File: src/design/bmpg_pkg.sv
package bmpg_pkg;

  localparam int unsigned IMAGE_WIDTH  = 1024;
  localparam int unsigned IMAGE_HEIGHT = 768;
  localparam int unsigned PACKET_BYTES = 64;
  localparam int unsigned HEADER_BYTES = 54;

  localparam int unsigned PIXEL_BYTES = IMAGE_WIDTH * IMAGE_HEIGHT * 3;
  localparam int unsigned FILE_BYTES  = HEADER_BYTES + PIXEL_BYTES;

  localparam int unsigned LEN_BITS = 7;
  localparam int unsigned POS_BITS = $clog2(FILE_BYTES + 1);
  localparam int unsigned COL_BITS = $clog2(IMAGE_WIDTH);
  localparam int unsigned ROW_BITS = $clog2(IMAGE_HEIGHT);

  // The gradients step by a fixed quotient and remainder, blue per column and green per row.
  localparam int unsigned BLUE_Q    = 255 / (IMAGE_WIDTH - 1);
  localparam int unsigned BLUE_R    = 255 % (IMAGE_WIDTH - 1);
  localparam int unsigned GREEN_Q   = 255 / (IMAGE_HEIGHT - 1);
  localparam int unsigned GREEN_R   = 255 % (IMAGE_HEIGHT - 1);
  localparam int unsigned BREM_BITS = $clog2(IMAGE_WIDTH);
  localparam int unsigned GREM_BITS = $clog2(IMAGE_HEIGHT);

  localparam int unsigned QUEUE_DEPTH = 2;
  localparam int unsigned QPTR_BITS   = $clog2(QUEUE_DEPTH);
  localparam int unsigned QCNT_BITS   = $clog2(QUEUE_DEPTH + 1);

  localparam logic [1:0] CH_BLUE  = 2'd0;
  localparam logic [1:0] CH_GREEN = 2'd1;
  localparam logic [1:0] CH_RED   = 2'd2;

  typedef struct packed {
    logic                restart;
    logic [LEN_BITS-1:0] len;
  } cmd_t;

  typedef struct packed {
    logic                busy;
    logic [POS_BITS-1:0] pos;
  } back_status_t;

  function automatic logic [7:0] header_byte(input logic [5:0] off);
    logic [5:0]  rel;
    logic [31:0] word;
    logic [7:0]  b;
    rel  = off - 6'd2;
    word = '0;
    b    = '0;
    if (off == 6'd0) begin
      b = "B";
    end else if (off == 6'd1) begin
      b = "M";
    end else if (off < 6'd26) begin
      case (rel[5:2])
        4'd0:    word = 32'(FILE_BYTES);
        4'd2:    word = 32'(HEADER_BYTES);
        4'd3:    word = 32'd40;
        4'd4:    word = 32'(IMAGE_WIDTH);
        4'd5:    word = 32'(IMAGE_HEIGHT);
        default: word = '0;
      endcase
      b = word[{rel[1:0], 3'b000} +: 8];
    end else if (off == 6'd26) begin
      b = 8'd1;
    end else if (off == 6'd28) begin
      b = 8'd24;
    end else if (off >= 6'd34 && off < 6'd38) begin
      word = 32'(PIXEL_BYTES);
      b    = word[{rel[1:0], 3'b000} +: 8];
    end
    return b;
  endfunction

endpackage

File: src/design/bmpg_front.sv
module bmpg_front (
  input  logic                          clk,
  input  logic                          rst,
  input  logic                          in_valid,
  output logic                          in_ready,
  input  logic                          in_restart,
  input  logic [bmpg_pkg::LEN_BITS-1:0] in_len,
  output logic                          cmd_valid,
  input  logic                          cmd_ready,
  output bmpg_pkg::cmd_t                cmd
);

  logic hold_valid;

  assign in_ready  = !hold_valid || cmd_ready;
  assign cmd_valid = hold_valid;

  always_ff @(posedge clk) begin
    if (rst) begin
      hold_valid <= 1'b0;
    end else if (in_ready) begin
      hold_valid <= in_valid;
    end
  end

  // Requests above one packet are clipped to a packet.
  always_ff @(posedge clk) begin
    if (in_valid && in_ready) begin
      cmd.restart <= in_restart;
      if (in_len > bmpg_pkg::LEN_BITS'(bmpg_pkg::PACKET_BYTES)) begin
        cmd.len <= bmpg_pkg::LEN_BITS'(bmpg_pkg::PACKET_BYTES);
      end else begin
        cmd.len <= in_len;
      end
    end
  end

endmodule

File: src/design/bmpg_queue.sv
module bmpg_queue (
  input  logic           clk,
  input  logic           rst,
  input  logic           wr_valid,
  output logic           wr_ready,
  input  bmpg_pkg::cmd_t wr_data,
  output logic           rd_valid,
  input  logic           rd_ready,
  output bmpg_pkg::cmd_t rd_data
);

  bmpg_pkg::cmd_t                     mem [bmpg_pkg::QUEUE_DEPTH];
  logic [bmpg_pkg::QPTR_BITS-1:0]     wr_ptr;
  logic [bmpg_pkg::QPTR_BITS-1:0]     rd_ptr;
  logic [bmpg_pkg::QCNT_BITS-1:0]     count;
  logic                               push;
  logic                               pop;

  assign wr_ready = count != bmpg_pkg::QCNT_BITS'(bmpg_pkg::QUEUE_DEPTH);
  assign rd_valid = count != '0;
  assign rd_data  = mem[rd_ptr];
  assign push     = wr_valid && wr_ready;
  assign pop      = rd_valid && rd_ready;

  always_ff @(posedge clk) begin
    if (push) begin
      mem[wr_ptr] <= wr_data;
    end
  end

  always_ff @(posedge clk) begin
    if (rst) begin
      wr_ptr <= '0;
      rd_ptr <= '0;
      count  <= '0;
    end else begin
      if (push) begin
        wr_ptr <= (wr_ptr == bmpg_pkg::QPTR_BITS'(bmpg_pkg::QUEUE_DEPTH - 1)) ? '0 : wr_ptr + 1'b1;
      end
      if (pop) begin
        rd_ptr <= (rd_ptr == bmpg_pkg::QPTR_BITS'(bmpg_pkg::QUEUE_DEPTH - 1)) ? '0 : rd_ptr + 1'b1;
      end
      if (push && !pop) begin
        count <= count + 1'b1;
      end else if (pop && !push) begin
        count <= count - 1'b1;
      end
    end
  end

endmodule

File: src/design/bmpg_back.sv
module bmpg_back (
  input  logic                         clk,
  input  logic                         rst,
  input  logic                         cmd_valid,
  output logic                         cmd_ready,
  input  bmpg_pkg::cmd_t               cmd,
  output logic                         out_valid,
  input  logic                         out_ready,
  output logic [7:0]                   out_byte,
  output logic                         out_last,
  output logic                         out_eof,
  output bmpg_pkg::back_status_t       status
);

  localparam logic [1:0] ST_IDLE = 2'd0;
  localparam logic [1:0] ST_CALC = 2'd1;
  localparam logic [1:0] ST_RUN  = 2'd2;

  localparam int unsigned PB = bmpg_pkg::POS_BITS;
  localparam int unsigned CB = bmpg_pkg::COL_BITS;
  localparam int unsigned RB = bmpg_pkg::ROW_BITS;
  localparam int unsigned BB = bmpg_pkg::BREM_BITS;
  localparam int unsigned GB = bmpg_pkg::GREM_BITS;
  localparam int unsigned LB = bmpg_pkg::LEN_BITS;

  logic [1:0]    state;
  logic [LB-1:0] cnt;
  logic [PB-1:0] pos;
  logic [CB-1:0] col;
  logic [RB-1:0] row;
  logic [1:0]    chan;
  logic [7:0]    blue_q;
  logic [BB-1:0] blue_r;
  logic [7:0]    green_q;
  logic [GB-1:0] green_r;

  logic [PB-1:0] remain;
  logic [LB-1:0] n_calc;
  logic          emit;
  logic          in_header;
  logic [7:0]    byte_next;
  logic [BB:0]   bsum;
  logic [7:0]    blue_q_next;
  logic [BB-1:0] blue_r_next;
  logic [7:0]    green_q_next;
  logic [GB-1:0] green_r_next;

  assign cmd_ready = state == ST_IDLE;
  assign emit      = (state == ST_RUN) && (!out_valid || out_ready);
  assign in_header = pos < PB'(bmpg_pkg::HEADER_BYTES);
  assign remain    = PB'(bmpg_pkg::FILE_BYTES) - pos;
  assign n_calc    = (remain < PB'(cnt)) ? remain[LB-1:0] : cnt;
  assign status.busy = state != ST_IDLE;
  assign status.pos  = pos;

  always_comb begin
    if (in_header) begin
      byte_next = bmpg_pkg::header_byte(pos[5:0]);
    end else begin
      unique case (chan)
        bmpg_pkg::CH_BLUE:  byte_next = blue_q;
        bmpg_pkg::CH_GREEN: byte_next = green_q;
        default:            byte_next = 8'(col) + 8'(row);
      endcase
    end
  end

  always_comb begin
    bsum = {1'b0, blue_r} + (BB + 1)'(bmpg_pkg::BLUE_R);
    if (bsum >= (BB + 1)'(bmpg_pkg::IMAGE_WIDTH - 1)) begin
      blue_r_next = BB'(bsum - (BB + 1)'(bmpg_pkg::IMAGE_WIDTH - 1));
      blue_q_next = blue_q + 8'(bmpg_pkg::BLUE_Q) + 8'd1;
    end else begin
      blue_r_next = BB'(bsum);
      blue_q_next = blue_q + 8'(bmpg_pkg::BLUE_Q);
    end
    if (green_r >= GB'(bmpg_pkg::GREEN_R)) begin
      green_r_next = green_r - GB'(bmpg_pkg::GREEN_R);
      green_q_next = green_q - 8'(bmpg_pkg::GREEN_Q);
    end else begin
      green_r_next = green_r + GB'(bmpg_pkg::IMAGE_HEIGHT - 1 - bmpg_pkg::GREEN_R);
      green_q_next = green_q - 8'(bmpg_pkg::GREEN_Q) - 8'd1;
    end
  end

  always_ff @(posedge clk) begin
    if (rst) begin
      state     <= ST_IDLE;
      out_valid <= 1'b0;
      cnt       <= '0;
      pos       <= '0;
      col       <= '0;
      row       <= RB'(bmpg_pkg::IMAGE_HEIGHT - 1);
      chan      <= bmpg_pkg::CH_BLUE;
      blue_q    <= '0;
      blue_r    <= '0;
      green_q   <= 8'd255;
      green_r   <= '0;
    end else begin
      if (emit) begin
        out_valid <= 1'b1;
      end else if (out_ready) begin
        out_valid <= 1'b0;
      end
      unique case (state)
        ST_IDLE: begin
          if (cmd_valid) begin
            cnt   <= cmd.len;
            state <= ST_CALC;
            if (cmd.restart) begin
              pos     <= '0;
              col     <= '0;
              row     <= RB'(bmpg_pkg::IMAGE_HEIGHT - 1);
              chan    <= bmpg_pkg::CH_BLUE;
              blue_q  <= '0;
              blue_r  <= '0;
              green_q <= 8'd255;
              green_r <= '0;
            end
          end
        end
        ST_CALC: begin
          cnt   <= n_calc;
          state <= (n_calc == '0) ? ST_IDLE : ST_RUN;
        end
        ST_RUN: begin
          if (emit) begin
            pos       <= pos + 1'b1;
            cnt       <= cnt - 1'b1;
            if (cnt == LB'(1)) begin
              state <= ST_IDLE;
            end
            if (!in_header) begin
              if (chan == bmpg_pkg::CH_RED) begin
                chan <= bmpg_pkg::CH_BLUE;
                if (col == CB'(bmpg_pkg::IMAGE_WIDTH - 1)) begin
                  col     <= '0;
                  blue_q  <= '0;
                  blue_r  <= '0;
                  row     <= row - 1'b1;
                  green_q <= green_q_next;
                  green_r <= green_r_next;
                end else begin
                  col    <= col + 1'b1;
                  blue_q <= blue_q_next;
                  blue_r <= blue_r_next;
                end
              end else begin
                chan <= chan + 2'd1;
              end
            end
          end
        end
        default: state <= ST_IDLE;
      endcase
    end
  end

  always_ff @(posedge clk) begin
    if (emit) begin
      out_byte <= byte_next;
      out_last <= cnt == LB'(1);
      out_eof  <= (pos + 1'b1) == PB'(bmpg_pkg::FILE_BYTES);
    end
  end

endmodule

File: src/design/bmp_test_pattern_byte_generator.sv
// Channel   Direction  tdata              tuser            tlast
// request   in         [6:0] max_len      restart          -
// bytes     out        [7:0] data_byte    end_of_file      last_in_packet
//
// A request is taken from the queue in the idle state and sized in the calc
// state, then one byte leaves per cycle while the output is not stalled.
// The byte sequencer in the back end sets this pace; two requests can wait in
// the queue meanwhile. Reset is synchronous and starts the file from offset zero.
// A stalled output holds its byte and stops the sequencer until it is taken.
module bmp_test_pattern_byte_generator (
  input  logic       clk,
  input  logic       rst,
  input  logic       s_tvalid,
  output logic       s_tready,
  input  logic [7:0] s_tdata,  // [6:0] max_len, [7] zero
  input  logic       s_tuser,  // [0] restart
  output logic       m_tvalid,
  input  logic       m_tready,
  output logic [7:0] m_tdata,  // [7:0] data_byte
  output logic       m_tlast,
  output logic       m_tuser   // [0] end_of_file
);

  bmpg_pkg::cmd_t         front_cmd;
  bmpg_pkg::cmd_t         queue_cmd;
  bmpg_pkg::back_status_t back_status;
  logic                   front_valid;
  logic                   front_ready;
  logic                   queue_valid;
  logic                   queue_ready;

  bmpg_front u_front (
    .clk        (clk),
    .rst        (rst),
    .in_valid   (s_tvalid),
    .in_ready   (s_tready),
    .in_restart (s_tuser),
    .in_len     (s_tdata[bmpg_pkg::LEN_BITS-1:0]),
    .cmd_valid  (front_valid),
    .cmd_ready  (front_ready),
    .cmd        (front_cmd)
  );

  bmpg_queue u_queue (
    .clk      (clk),
    .rst      (rst),
    .wr_valid (front_valid),
    .wr_ready (front_ready),
    .wr_data  (front_cmd),
    .rd_valid (queue_valid),
    .rd_ready (queue_ready),
    .rd_data  (queue_cmd)
  );

  bmpg_back u_back (
    .clk       (clk),
    .rst       (rst),
    .cmd_valid (queue_valid),
    .cmd_ready (queue_ready),
    .cmd       (queue_cmd),
    .out_valid (m_tvalid),
    .out_ready (m_tready),
    .out_byte  (m_tdata),
    .out_last  (m_tlast),
    .out_eof   (m_tuser),
    .status    (back_status)
  );

  // The final byte of the file always closes its transaction run.
  assert property (@(posedge clk) disable iff (rst) m_tvalid && m_tuser |-> m_tlast)
    else $error("end of file without last mark");

  assert property (@(posedge clk) rst |=> !m_tvalid && !back_status.busy)
    else $error("output or sequencer active after reset");

  assert property (@(posedge clk) disable iff (rst)
    back_status.pos <= bmpg_pkg::POS_BITS'(bmpg_pkg::FILE_BYTES))
    else $error("file position beyond end of file");

  assert property (@(posedge clk) disable iff (rst)
    m_tvalid && m_tready && m_tuser |=> back_status.pos == bmpg_pkg::POS_BITS'(bmpg_pkg::FILE_BYTES)
      || back_status.busy)
    else $error("position moved after end of file without a restart");

endmodule
File: config.mk
export PLATFORM = sky130hd
export DESIGN_NAME = bmp_test_pattern_byte_generator
export DESIGN_NICKNAME = d
export VERILOG_FILES = /design/src/design/bmpg_pkg.sv /design/src/design/bmpg_front.sv /design/src/design/bmpg_queue.sv /design/src/design/bmpg_back.sv /design/src/design/bmp_test_pattern_byte_generator.sv
export SDC_FILE = /design/constraint.sdc
export NUM_CORES = 1
export LEC_CHECK = 0
export BUFFER_PORTS_ARGS = -buffer_cell sky130_fd_sc_hd__buf_2
export CORE_MARGIN = 2
export CORE_UTILIZATION = 63
export DETAILED_ROUTE_END_ITERATION = 12
export GPL_ROUTABILITY_DRIVEN = 0
export HOLD_SLACK_MARGIN = 0.05
export PLACE_DENSITY = 0.89
export RECOVER_POWER = 100
export SLEW_MARGIN = 0
export SYNTH_ARGS = -nofsm -noshare
export SYNTH_HDL_FRONTEND = slang
export SYNTH_SLANG_ARGS = --single-unit
File: constraint.sdc
create_clock -name clk -period 3.6 [get_ports clk]
set_input_delay 1.08 -clock clk [delete_from_list [all_inputs] [get_ports clk]]
set_output_delay 1.08 -clock clk [all_outputs]
set_load 0.02 [all_outputs]
# Word-level counts from Yosys, hierarchy flattened
# Memory sizes are Yosys's and may differ from the RTL's. A register that Yosys moved wholly into a read port is not among the register bits.
# Cells that the tools add are included.
# word_totals
register_bits,113
latch_bits,0
mem_bits_rw,16
romBits,0
input_bits,13
out_inout_bits,12
n_memories,1
# memory_table
memory,depth,word_bits,read_ports,rd_ports_with_merged_regs,wr,line_no,text
u_queue.mem,2,8,1,1,1,bmpg_queue.sv:12,bmpg_pkg::cmd_t mem [bmpg_pkg::QUEUE_DEPTH];
# classes
n_addsub,18
n_mul,0
n_div,0
order_cmp,8
n_eq_ne,24
n_shift,2
mux,84
bitwise,0
n_reduce_logical,31
# ops
cell,count
10-bit 2-to-1 mux,22
8-bit 2-to-1 mux,21
32-bit 2-to-1 mux,4
22-bit case mux with 5 select lines,1
10-bit case mux with 2 select lines,4
22-bit 2-to-1 mux,3
8-bit case mux with 2 select lines,3
22-bit case mux with 2 select lines,1
32-bit by 6-bit variable part select with 8-bit output,1
32-bit by 6-bit variable part select with 8-bit output (first input constant),1
22-bit by 1-bit adder with 22-bit output (second input constant),1
22-bit equality test (second input constant),1
22-bit by 6-bit less-than comparator with 1-bit output (second input constant),1
22-bit by 7-bit less-than comparator with 1-bit output,1
2-bit 2-to-1 mux,11
22-bit subtractor (first input constant),1
7-bit 2-to-1 mux,3
7-bit case mux with 3 select lines,1
2-bit != test (second input constant),7
7-bit AND reduction,2
6-bit by 5-bit equality test with 1-bit output (second input constant),2
10-bit by 8-bit adder with 11-bit output (second input constant),1
11-bit by 10-bit greater-or-equal comparator with 1-bit output (second input constant),1
10-bit by 1-bit adder with 10-bit output (second input constant),1
other kinds (43),72

# Logic depth before layout (Yosys ltp)
# Gate-level depths: netlist of the first run.
# logic_depth
ltp_word,12
ltp_mapped,13
ltp_nobuf,13

# Hierarchy
# From an unflattened synthesis of the first run, not the netlist that was laid out.
# unflattened
cells_unflattened,1014
area_unflattened_um2,8166.6
# by_module_without_submodules
mod,instances,cells_each,area_each_um2,seq_area_each_um2
bmpg_back,1,945,7024.2,2062.0
bmpg_queue,1,49,805.8,580.6
bmpg_front,1,20,336.6,260.2

# Worst setup path after synthesis of the first run
# No wires, ideal clock.
# synth_path
path_type,register to register
start,register u_back.pos[1]
end,register u_back.out_eof (data pin)
setup_ns,0.167
arrival_time_ns,3.026
slack_ns,0.406
stages_incl_launch_ff,11
path_buffers,1
path_cell_list,dfxtp_1 > ha_1 > nand3_1 > nor4_1 > and4_1 > and2_1 > clkbuf_1 > xor2_1 > or4_1 > or4_1 > a211oi_1
# synth_between
elab_chain_cells,2
# synth_lines
item,line_no,text
start: declaration,bmpg_back.sv:28,logic [PB-1:0] pos;
start signal: assignment,bmpg_back.sv:128,pos <= pos + 1'b1;
22-bit by 1-bit adder with 22-bit output,bmpg_back.sv:163,out_eof <= (pos + 1'b1) == PB'(bmpg_pkg::FILE_BYTES);
22-bit equality test,bmpg_back.sv:163,
end signal: assignment,bmpg_back.sv:163,
end: declaration,bmpg_back.sv:11,"output logic out_eof,"
# Every way passes these cells.
# A chain may end at the register's enable or synchronous reset.

# Worst setup path after layout of the first run
# layout_path
start,register u_back.pos[0]
end,register u_back.cnt[6]
# layout_between
elab_chain_cells,4
# layout_lines
item,line_no,text
22-bit subtractor *,bmpg_back.sv:51,assign remain = PB'(bmpg_pkg::FILE_BYTES) - pos;
22-bit by 7-bit less-than comparator with 1-bit output,bmpg_back.sv:52,assign n_calc = (remain < PB'(cnt)) ? remain[LB-1:0] : cnt;
7-bit 2-to-1 mux *,bmpg_back.sv:52,
7-bit case mux with 3 select lines *,bmpg_back.sv:105,unique case (state)
end signal: assignment,bmpg_back.sv:108,cnt <= cmd.len;
end signal: assignment,bmpg_back.sv:123,cnt <= n_calc;
end signal: assignment,bmpg_back.sv:129,cnt <= cnt - 1'b1;
end: declaration,bmpg_back.sv:27,logic [LB-1:0] cnt;
# Mark *: on every way between the ends. The rest lies on a longest branch, timed or not.

==> metrics.cfg, run 1 <==
[clocking]
cts_sinks=128
path_clk_slew_ns=0.06
clockRootBuffer=clkbuf_16
cts_buffers=17
cts_max_path_buffers=2
insertion_delay_ns=0.43
h-tree-depth=4
postCtsSetupBuffers=0
cts_tree=done

[synth]
ys_async_sr_fraction_pct=0
ys.flop_type=dfxtp_1
synth_area_leaders=dfxtp_1 24%, edfxtp_1 13%, ha_1 5.5%, nor2_1 5.2%, a21oi_1 4.4%
synth_commonest_cells=110 x nor2_1, 94 x dfxtp_1, 85 x nand2_1
yosys.area.top_type=dfxtp_1
yosysSeqAreaShare_pct=36.31
synth_cells=985
yosysUniqueCellTypes=66
syn_area_sq_um=7994
ys_ff_latch=128
syn_avg_cell_area_sq_um=8.116
syn_nets=1034
synth_top_area_share_pct=23.54
ys_warn_count=0
synth_edf_count=34
synthMostInstantiatedCell=nor2_1

[power]
clock_power_share_pct=33.1
switching_power_mw=2.097
pwr-share-comb_pct=35.6
power_mw=5.652
p_int_mw=3.555
p_sw_share_pct=37.10
p_leak_nw=3.274
peakVddDrop_v=0.0005229
power_density_nw_per_um2=631.2
share_seq_of_total_power_pct=31.3

[timing]
final-hold-violation-count=0
worst-slew-pin-transition_ns=2.238
clock.fmax_mhz=298.8
slew_viol_final=45
period_minus_slack_ns=3.347
timing.slew.headroom_pct=-49.21
clock_skew_ns=0.008989
setup_viol=0
tns_ns=0
fin_crit_sh_pct=92.96
setup_ws_ns=0.2534

[worst_setup_path]
worstSetupStartpointType=flip-flop
cp.arrival_ns=3.72
crit_type=flip-flop to flip-flop
worstPathMaxFanout=14
worstPathRequired_ns=3.98
cp-end-kind=flip-flop

[finish]
layout-drive-gt1-share_pct=9.073
n_antenna_cell=0
fillers=955
area_growth_pct=12.02
layout.nets=1050
stdcell_count=1186
multiInputGateArea_sq_um=4748
ff_latch_area_sq_um=2904
utilization_pct=71.54

[run_status]
violations=capacitance limit, slew limit
status=finished with violations

[die]
rows=41
start_util_pct=63.86
io_pins=25
die_w_um=116.6
die_area_sq_um=13610
die_y_um=116.6
core-area_sq_um=12520

[drt]
post_drt_wl_per_cell_um=16.23
drt-vias-per-instance=6.247
drt.antenna.violating_nets=0
first_iter_violations=803
drt-total-wl_um=19250
firstDrtPassIters=6
drc=0
vias=7409

[global_routing]
grt_use_total_pct=28.81
gr-total-overflow=0
grt_pass1_wl_um=31350
grt_max_degree=45
antenna_found_initial=0
grt_pass1_vias=6729

[placement]
hpwlAfterDp_um=12840
io_buffers=23
placedCellCount=1154
place_ws_ns=0.2229

[min_path]
min_path_type=flip-flop to flip-flop

[job]
cap_viol_max_count=1

-- path summary, 6_finish.rpt --
kind,start,to,slack [ns],cells after the start
setup / recovery,u_back.pos[0],u_back.cnt[6],0.25,12
setup reg to reg,u_back.pos[0],u_back.cnt[6],0.25,12
hold reg to reg,u_front.cmd[1],u_queue.mem[0][1],0.44,0
hold / removal,u_front.cmd[1],u_queue.mem[0][1],0.44,0
-- power by group through the flow --
stage	Clock (mW)	Combinational (mW)	Sequential, mW
floorplan	0	1.45	1.75
CTS	1.87	1.97	1.76
global route	1.94	2.24	1.79
detailed placement	0	1.95	1.79
global placement	0	1.90	1.78
finish	1.87	2.01	1.77
-- state kept, by name (all words and copies together), names as in the netlist, 2 cells and up, named ones only --
signal           cells
u_back.blue_q        8
u_back.blue_r       10
u_back.chan          2
u_back.cnt           7
u_back.col          10
u_back.green_q       8
u_back.green_r      10
u_back.out_byte      8
u_back.pos          22
u_back.row           8
u_back.state         2
u_front.cmd          8
u_queue.count        2
u_queue.mem         16
-- metrics by stage --
stage	instance area, sq um	hold WS, ns
3_5_place_dp	8322	0.4290
4_1_cts	8965	0.4420
5_1_grt	8955	0.4474
3_3_place_gp	8322	0.4235
2_1_floorplan	7994	0.4215
6_report	8955	0.4435
-- logic make-up (layout without fill, tap and decap cells) --
| group | Yosys count | in the layout | share of synthesized area, % |
|---|---|---|---|
| adder cells (fa/ha/maj) | 36 | 36 | 5.729 |
| AO/OA/AOI/OAI | 241 | 241 | 18.50 |
| buffers and inverters | 94 | 123 | 4.492 |
| AND/OR/NAND/NOR | 405 | 405 | 25.72 |
| XOR/XNOR | 63 | 63 | 6.902 |
| flip-flops | 128 | 128 | 36.31 |
| multiplexers | 18 | 18 | 2.348 |
-- placed cells by master (no fill, tap or decap), types with 13 or more instances in the layout --
cell and count:
ha_1 34, or3_1 13, clkbuf_16 17, and3_1 19, inv_1 41, nor2b_1 17
o21ai_0 70, xnor2_1 34, nand2_1 85, a211oi_1 16, nand3_1 37, nand4_1 17
edfxtp_1 34, a21oi_1 71, clkbuf_1 16, xor2_1 29, dfxtp_1 93, nor3_1 41
nor2_1 110, buf_4 24
-- critical path, stage by stage (launching register included) --
cell and delay, ns:
dfxtp_1 0.34, buf_4 0.22, ha_1 0.22, a21oi_1 0.11
nor2_1 0.34, xnor2_1 0.18, ha_1 0.23, nor3_1 0.25
nor4b_2 0.34, and3_1 0.33, nand3_1 0.22, a211oi_1 0.36
o211a_1 0.17
-- layout make-up --
cell class / count / share of cell area [%]
multi-input cells: 763 / 53.02
repair buffers: 50 / 3.242
flip-flops and latches: 128 / 32.43
clock buffers: 18 / 4.904
well taps: 172 / 2.403
clock inverters: 14 / 2.277
inverters: 41 / 1.719
-- per-layer routing --
layer  up-vias  wire length [um]  global-route usage [%]
li1       3586                 -                       -
met1      3416              8209                   38.49
met2       352              8937                   44.96
met3        55              1627                   6.331
met4         0               472                   12.94
met5         -                 0                       0
-- what timing repair did --
item / in CTS / in global routing
resized for setup: 0 / 5
hold buffers: 0 / 0
setup endpoints to repair: 0 / 9
(Power assumes the default switching activity.)
==> run 2: changes to the inputs <==
--- a/config.mk
+++ b/config.mk
@@ -7,11 +7,11 @@
 export LEC_CHECK = 0
 export BUFFER_PORTS_ARGS = -buffer_cell sky130_fd_sc_hd__buf_2
 export CORE_MARGIN = 2
-export CORE_UTILIZATION = 63
+export CORE_UTILIZATION = 55
 export DETAILED_ROUTE_END_ITERATION = 12
 export GPL_ROUTABILITY_DRIVEN = 0
 export HOLD_SLACK_MARGIN = 0.05
-export PLACE_DENSITY = 0.89
+export PLACE_DENSITY = 0.8
 export RECOVER_POWER = 100
 export SLEW_MARGIN = 0
 export SYNTH_ARGS = -nofsm -noshare
==> metrics.cfg, run 2 (synthesis gave the netlist of run 1 again) <==
[finish]
area_growth_pct=10.52  ; was 12.02%
fillers=1232  ; was 955
stdcell_count=1197  ; was 1186
layout-drive-gt1-share_pct=7.206  ; was 9.073%
layout_commonest_cell=nor2_1  ; unchanged
fin_area_sq_um=8835  ; was 8955 sq um
layout.nets=1049  ; was 1050
largest_reg_flops=22  ; unchanged
mostFrequentLayoutCells=110 x nor2_1, 94 x dfxtp_1, 85 x nand2_1, 71 x a21oi_1, 70 x o21ai_0  ; was 110 x nor2_1, 93 x dfxtp_1, 85 x nand2_1, 71 x a21oi_1, 70 x o21ai_0
top_regs=u_back.pos (22), u_queue.mem (16)  ; unchanged
n_antenna_cell=0  ; unchanged
utilization_pct=61.49  ; was 71.54%
largest-register=u_back.pos  ; unchanged

[power]
power_mw=5.352  ; was 5.652 mW
peakVddDrop_v=0.0004123  ; was 0.0005229 V
power_density_nw_per_um2=605.8  ; was 631.2 nW/um^2
p_leak_nw=3.212  ; was 3.274 nW

[worst_setup_path]
worstPathRequired_ns=3.86  ; was 3.98 ns
worstSetupStartpointType=flip-flop  ; unchanged
crit_type=flip-flop to flip-flop  ; unchanged
cp-end-kind=flip-flop  ; unchanged
worstPathMaxFanout=6  ; was 14
path_common_cell=or4_1  ; was ha_1
cp.arrival_ns=3.66  ; was 3.72 ns
path_buf_inv=1  ; unchanged
cpPeakStageDelay_ns=0.48  ; was 0.36 ns
slowest_stage=or4_1  ; was a211oi_1
cp_cell_sequence=ha_1 > nand3_1 > nor4_1 > buf_4 > and4_1 > and2_1 > xor2_1 > or4_1 > or4_1 > a211oi_1  ; was buf_4 > ha_1 > a21oi_1 > nor2_1 > xnor2_1 > ha_1 > nor3_1 > nor4b_2 > and3_1 > nand3_1 > a211oi_1 > o211a_1
critPathTopFamily=simple AND/OR/NAND/NOR gates  ; unchanged

[global_routing]
antenna_found_initial=0  ; unchanged
gr-total-overflow=0  ; unchanged
grt_use_total_pct=24.10  ; was 28.81%
grt_pass1_vias=6595  ; was 6729
grt_max_degree=48  ; was 45
grt_pass1_wl_um=31130  ; was 31350 um

[drt]
drt.antenna.violating_nets=0  ; unchanged
drc=0  ; unchanged
vias=7110  ; was 7409
firstDrtPassIters=6  ; unchanged
first_iter_violations=647  ; was 803
drt-vias-per-instance=5.940  ; was 6.247
post_drt_wl_per_cell_um=15.31  ; was 16.23 um
drt-total-wl_um=18330  ; was 19250 um

[clocking]
cts_tree=done  ; unchanged
clockRootBuffer=clkbuf_16  ; unchanged
path_clk_slew_ns=0.06  ; about the same
h-tree-depth=4  ; unchanged
hold_buffers=0  ; unchanged
cts_max_path_buffers=2  ; unchanged
cts_sinks=128  ; unchanged
postCtsSetupBuffers=0  ; unchanged
cts_buffers=17  ; unchanged
insertion_delay_ns=0.43  ; about the same
ctsResizeCount=0  ; unchanged

[die]
die_w_um=124.6  ; was 116.6 um
rows=44  ; was 41
die_y_um=124.6  ; was 116.6 um
io_pins=25  ; unchanged
core-area_sq_um=14370  ; was 12520 sq um
start_util_pct=55.63  ; was 63.86%
die_area_sq_um=15520  ; was 13610 sq um

[job]
cap_viol_max_count=0  ; was 1

[timing]
clock.fmax_mhz=293.8  ; was 298.8 MHz
grt_setup_unrepaired=false
setup_viol=0  ; unchanged
tns_ns=0  ; unchanged
fin_crit_sh_pct=94.55  ; was 92.96%
clock_skew_ns=0.009134  ; was 0.008989 ns
hold_ws_ns=0.4414  ; was 0.4435 ns
timing.slew.headroom_pct=33.92  ; was -49.21%
final-hold-violation-count=0  ; unchanged
period_minus_slack_ns=3.404  ; was 3.347 ns
setup_ws_ns=0.1961  ; was 0.2534 ns
worst-slew-pin-transition_ns=0.9875  ; was 2.238 ns
slew_viol_final=0  ; was 45

[min_path]
min_path_type=flip-flop to flip-flop  ; unchanged

[placement]
place_ws_ns=0.1787  ; was 0.2229 ns
placedCellCount=1165  ; was 1154
placed_area_sq_um=8329  ; was 8322 sq um
hpwlAfterDp_um=12750  ; was 12840 um
io_buffers=23  ; unchanged

[run_status]
status=complete, no violations  ; was finished with violations

==> run 2: cell types whose count changed in the layout (fill, tap and decap cells not counted), sizes merged <==
cell,before,now
clkbuf,35,41
buf,33,27
inv,44,42
clkinvlp,3,1
clkinv,4,9
bufinv,4,2
==> run 2: cell type report <==
class	count	area, sq um	area share [%]
multi-input combinational	763	4732	53.56
sequential	128	2903	32.86
clock buffer	19	432.9	4.900
timing repair buffer	49	262.8	2.974
tap	184	230.2	2.606
inverter	41	153.9	1.742
clock inverter	13	120.1	1.360
==> run 2: final timing paths <==
| path | from | to | slack [ns] | depth (start not counted) |
|---|---|---|---|---|
| max | u_back.pos[1] | u_back.out_eof | 0.20 | 10 |
| min | u_front.cmd[3] | u_queue.mem[1][3] | 0.44 | 0 |
| max reg2reg | u_back.pos[1] | u_back.out_eof | 0.20 | 10 |
| min reg2reg | u_front.cmd[3] | u_queue.mem[1][3] | 0.44 | 0 |
==> run 2: power by group <==
group | internal, mW | switching (mW)
sequential | 1.63 | 0.138
combinational | 0.702 | 1.24
clock | 1.00 | 0.642
total | 3.33 | 2.02
==> run 2: per-layer routing <==
metal / vias up / GRT usage [%] / routed length, um
met5: - / 0 / 0
met4: 0 / 9.121 / 400
met3: 36 / 4.296 / 1067
met2: 216 / 38.03 / 8270
met1: 3265 / 33.10 / 8589
li1: 3593 / - / -
==> run 2: worst register-to-register path, cell delays in order, from the launching register on <==
cell and delay (ns):
dfxtp_1 0.43, ha_1 0.31, nand3_1 0.25, nor4_1 0.33
buf_4 0.18, and4_1 0.28, and2_1 0.26, xor2_1 0.09
or4_1 0.45, or4_1 0.48, a211oi_1 0.18
==> run 3: changes to the inputs <==
--- a/config.mk
+++ b/config.mk
@@ -11,6 +11,7 @@
 export DETAILED_ROUTE_END_ITERATION = 12
 export GPL_ROUTABILITY_DRIVEN = 0
 export HOLD_SLACK_MARGIN = 0.05
+export MAX_ROUTING_LAYER = met4
 export PLACE_DENSITY = 0.8
 export RECOVER_POWER = 100
 export SLEW_MARGIN = 0
==> metrics.cfg, run 3 (synthesis gave the netlist of run 1 again) <==
[run_status]
status=complete, no violations  ; unchanged

[worst_setup_path]
worstSetupStartpointType=flip-flop  ; unchanged
cp.arrival_ns=3.66  ; about the same
cp-end-kind=flip-flop  ; unchanged
r2r_cells=10  ; unchanged
worstPathRequired_ns=3.86  ; about the same
worstPathMaxFanout=6  ; unchanged
crit_type=flip-flop to flip-flop  ; unchanged

[die]
io_pins=25  ; unchanged
die_area_sq_um=15520  ; unchanged
start_util_pct=55.63  ; unchanged
rows=44  ; unchanged
die_y_um=124.6  ; unchanged
die_w_um=124.6  ; unchanged
core-area_sq_um=14370  ; unchanged

[global_routing]
grt_pass1_wl_um=31140  ; was 31130 um
gr-total-overflow=0  ; unchanged
antenna_found_initial=0  ; unchanged
grt_use_total_pct=24.82  ; was 24.10%
grt_max_degree=48  ; unchanged
grt_pass1_vias=6592  ; was 6595

[drt]
drt.antenna.violating_nets=0  ; unchanged
vias=7100  ; was 7110
drt-vias-per-instance=5.931  ; was 5.940
post_drt_wl_per_cell_um=15.32  ; was 15.31 um
first_iter_violations=651  ; was 647
drc=0  ; unchanged
firstDrtPassIters=5  ; was 6
drt-total-wl_um=18340  ; was 18330 um

[job]
cap_viol_max_count=0  ; unchanged

[power]
p_leak_nw=3.212  ; unchanged
peakVddDrop_v=0.0004137  ; was 0.0004123 V
power_density_nw_per_um2=605.4  ; was 605.8 nW/um^2

[timing]
setup_viol=0  ; unchanged
grt_setup_unrepaired=false  ; unchanged
timing.slew.headroom_pct=32.63  ; was 33.92%
clock_skew_ns=0.009426  ; was 0.009134 ns
slew_viol_final=0  ; unchanged
tns_ns=0  ; unchanged
fin_crit_sh_pct=94.50  ; was 94.55%
period_minus_slack_ns=3.402  ; was 3.404 ns
clock.fmax_mhz=293.9  ; was 293.8 MHz
worst-slew-pin-transition_ns=1.007  ; was 0.9875 ns
final-hold-violation-count=0  ; unchanged

[finish]
top_regs=u_back.pos (22), u_queue.mem (16)  ; unchanged
largest-register=u_back.pos  ; unchanged
layout-drive-gt1-share_pct=7.206  ; unchanged
layout.nets=1049  ; unchanged
area_growth_pct=10.52  ; unchanged
n_antenna_cell=0  ; unchanged
layout_commonest_cell=nor2_1  ; unchanged
mostFrequentLayoutCells=110 x nor2_1, 94 x dfxtp_1, 85 x nand2_1, 71 x a21oi_1, 70 x o21ai_0  ; unchanged
largest_reg_flops=22  ; unchanged
fin_area_sq_um=8835  ; unchanged

[min_path]
min_path_type=flip-flop to flip-flop  ; unchanged
hold_depth=0  ; unchanged

[clocking]
ctsResizeCount=0  ; unchanged
cts_sinks=128  ; unchanged
hold_buffers=0  ; unchanged
path_clk_slew_ns=0.06  ; about the same
cts_max_path_buffers=2  ; unchanged
clockRootBuffer=clkbuf_16  ; unchanged
h-tree-depth=4  ; unchanged
cts_tree=done  ; unchanged
cts_buffers=17  ; unchanged
postCtsSetupBuffers=0  ; unchanged
insertion_delay_ns=0.43  ; about the same

[placement]
placed_area_sq_um=8329  ; unchanged
hpwlAfterDp_um=12750  ; unchanged
io_buffers=23  ; unchanged

-- run 3: cell counts in the layout (fill, tap and decap cells not counted) --
No cell type changed its count.
-- run 3: critical path, cell delays in order (launching register included) --
cell      delay [ns]
dfxtp_1         0.44
ha_1            0.31
nand3_1         0.24
nor4_1          0.33
buf_4           0.17
and4_1          0.28
and2_1          0.26
xor2_1          0.08
or4_1           0.45
or4_1           0.48
a211oi_1        0.18
-- run 3: cell type report --
cell class | instances | area, sq um
clock buffer | 19 | 432.9
clock inverter | 13 | 120.1
fill | 1232 | 5534
inverter | 41 | 153.9
multi-input combinational | 763 | 4732
sequential | 128 | 2903
tap | 184 | 230.2
timing repair buffer | 49 | 262.8
-- run 3: metrics by stage --
step / util, % / power, mW / setup WS [ns] / instances / hold slack, ns
after CTS: 61.82 / 5.392 / 0.2074 / 1197 / 0.4420
after global placement: 57.97 / 3.695 / 0.2488 / 1165 / 0.4229
after global routing: 61.49 / 5.690 / 0.02585 / 1197 / 0.4501
final: 61.49 / 5.349 / 0.1979 / 1197 / 0.4414
after floorplan: - / 3.203 / 0.4064 / 985 / 0.4215
after detailed placement: 57.97 / 3.739 / 0.1787 / 1165 / 0.4290
-- run 3: layer usage --
metal	global-route usage, %	wire length (um)	vias up
li1	-	-	3595
met1	33.16	8681	3280
met2	38.03	8307	189
met3	4.296	955	36
met4	9.121	399	0
met5	-	0	-
-- run 3: path summary, 6_finish.rpt --
| path | start | end | slack [ns] |
|---|---|---|---|
| hold reg to reg | u_front.cmd[3] | u_queue.mem[1][3] | 0.44 |
| hold / removal | u_front.cmd[3] | u_queue.mem[1][3] | 0.44 |
| setup / recovery | u_back.pos[1] | u_back.out_eof | 0.20 |
| setup reg to reg | u_back.pos[1] | u_back.out_eof | 0.20 |
-- run 3: report_power, final --
part / switching, mW / total [mW] / leakage, nW / internal (mW)
clock network: 0.638 / 1.64 / 0.271 / 1.00
registers: 0.139 / 1.77 / 1.08 / 1.63
logic: 1.24 / 1.94 / 1.86 / 0.702
total: 2.01 / 5.35 / 3.21 / 3.33
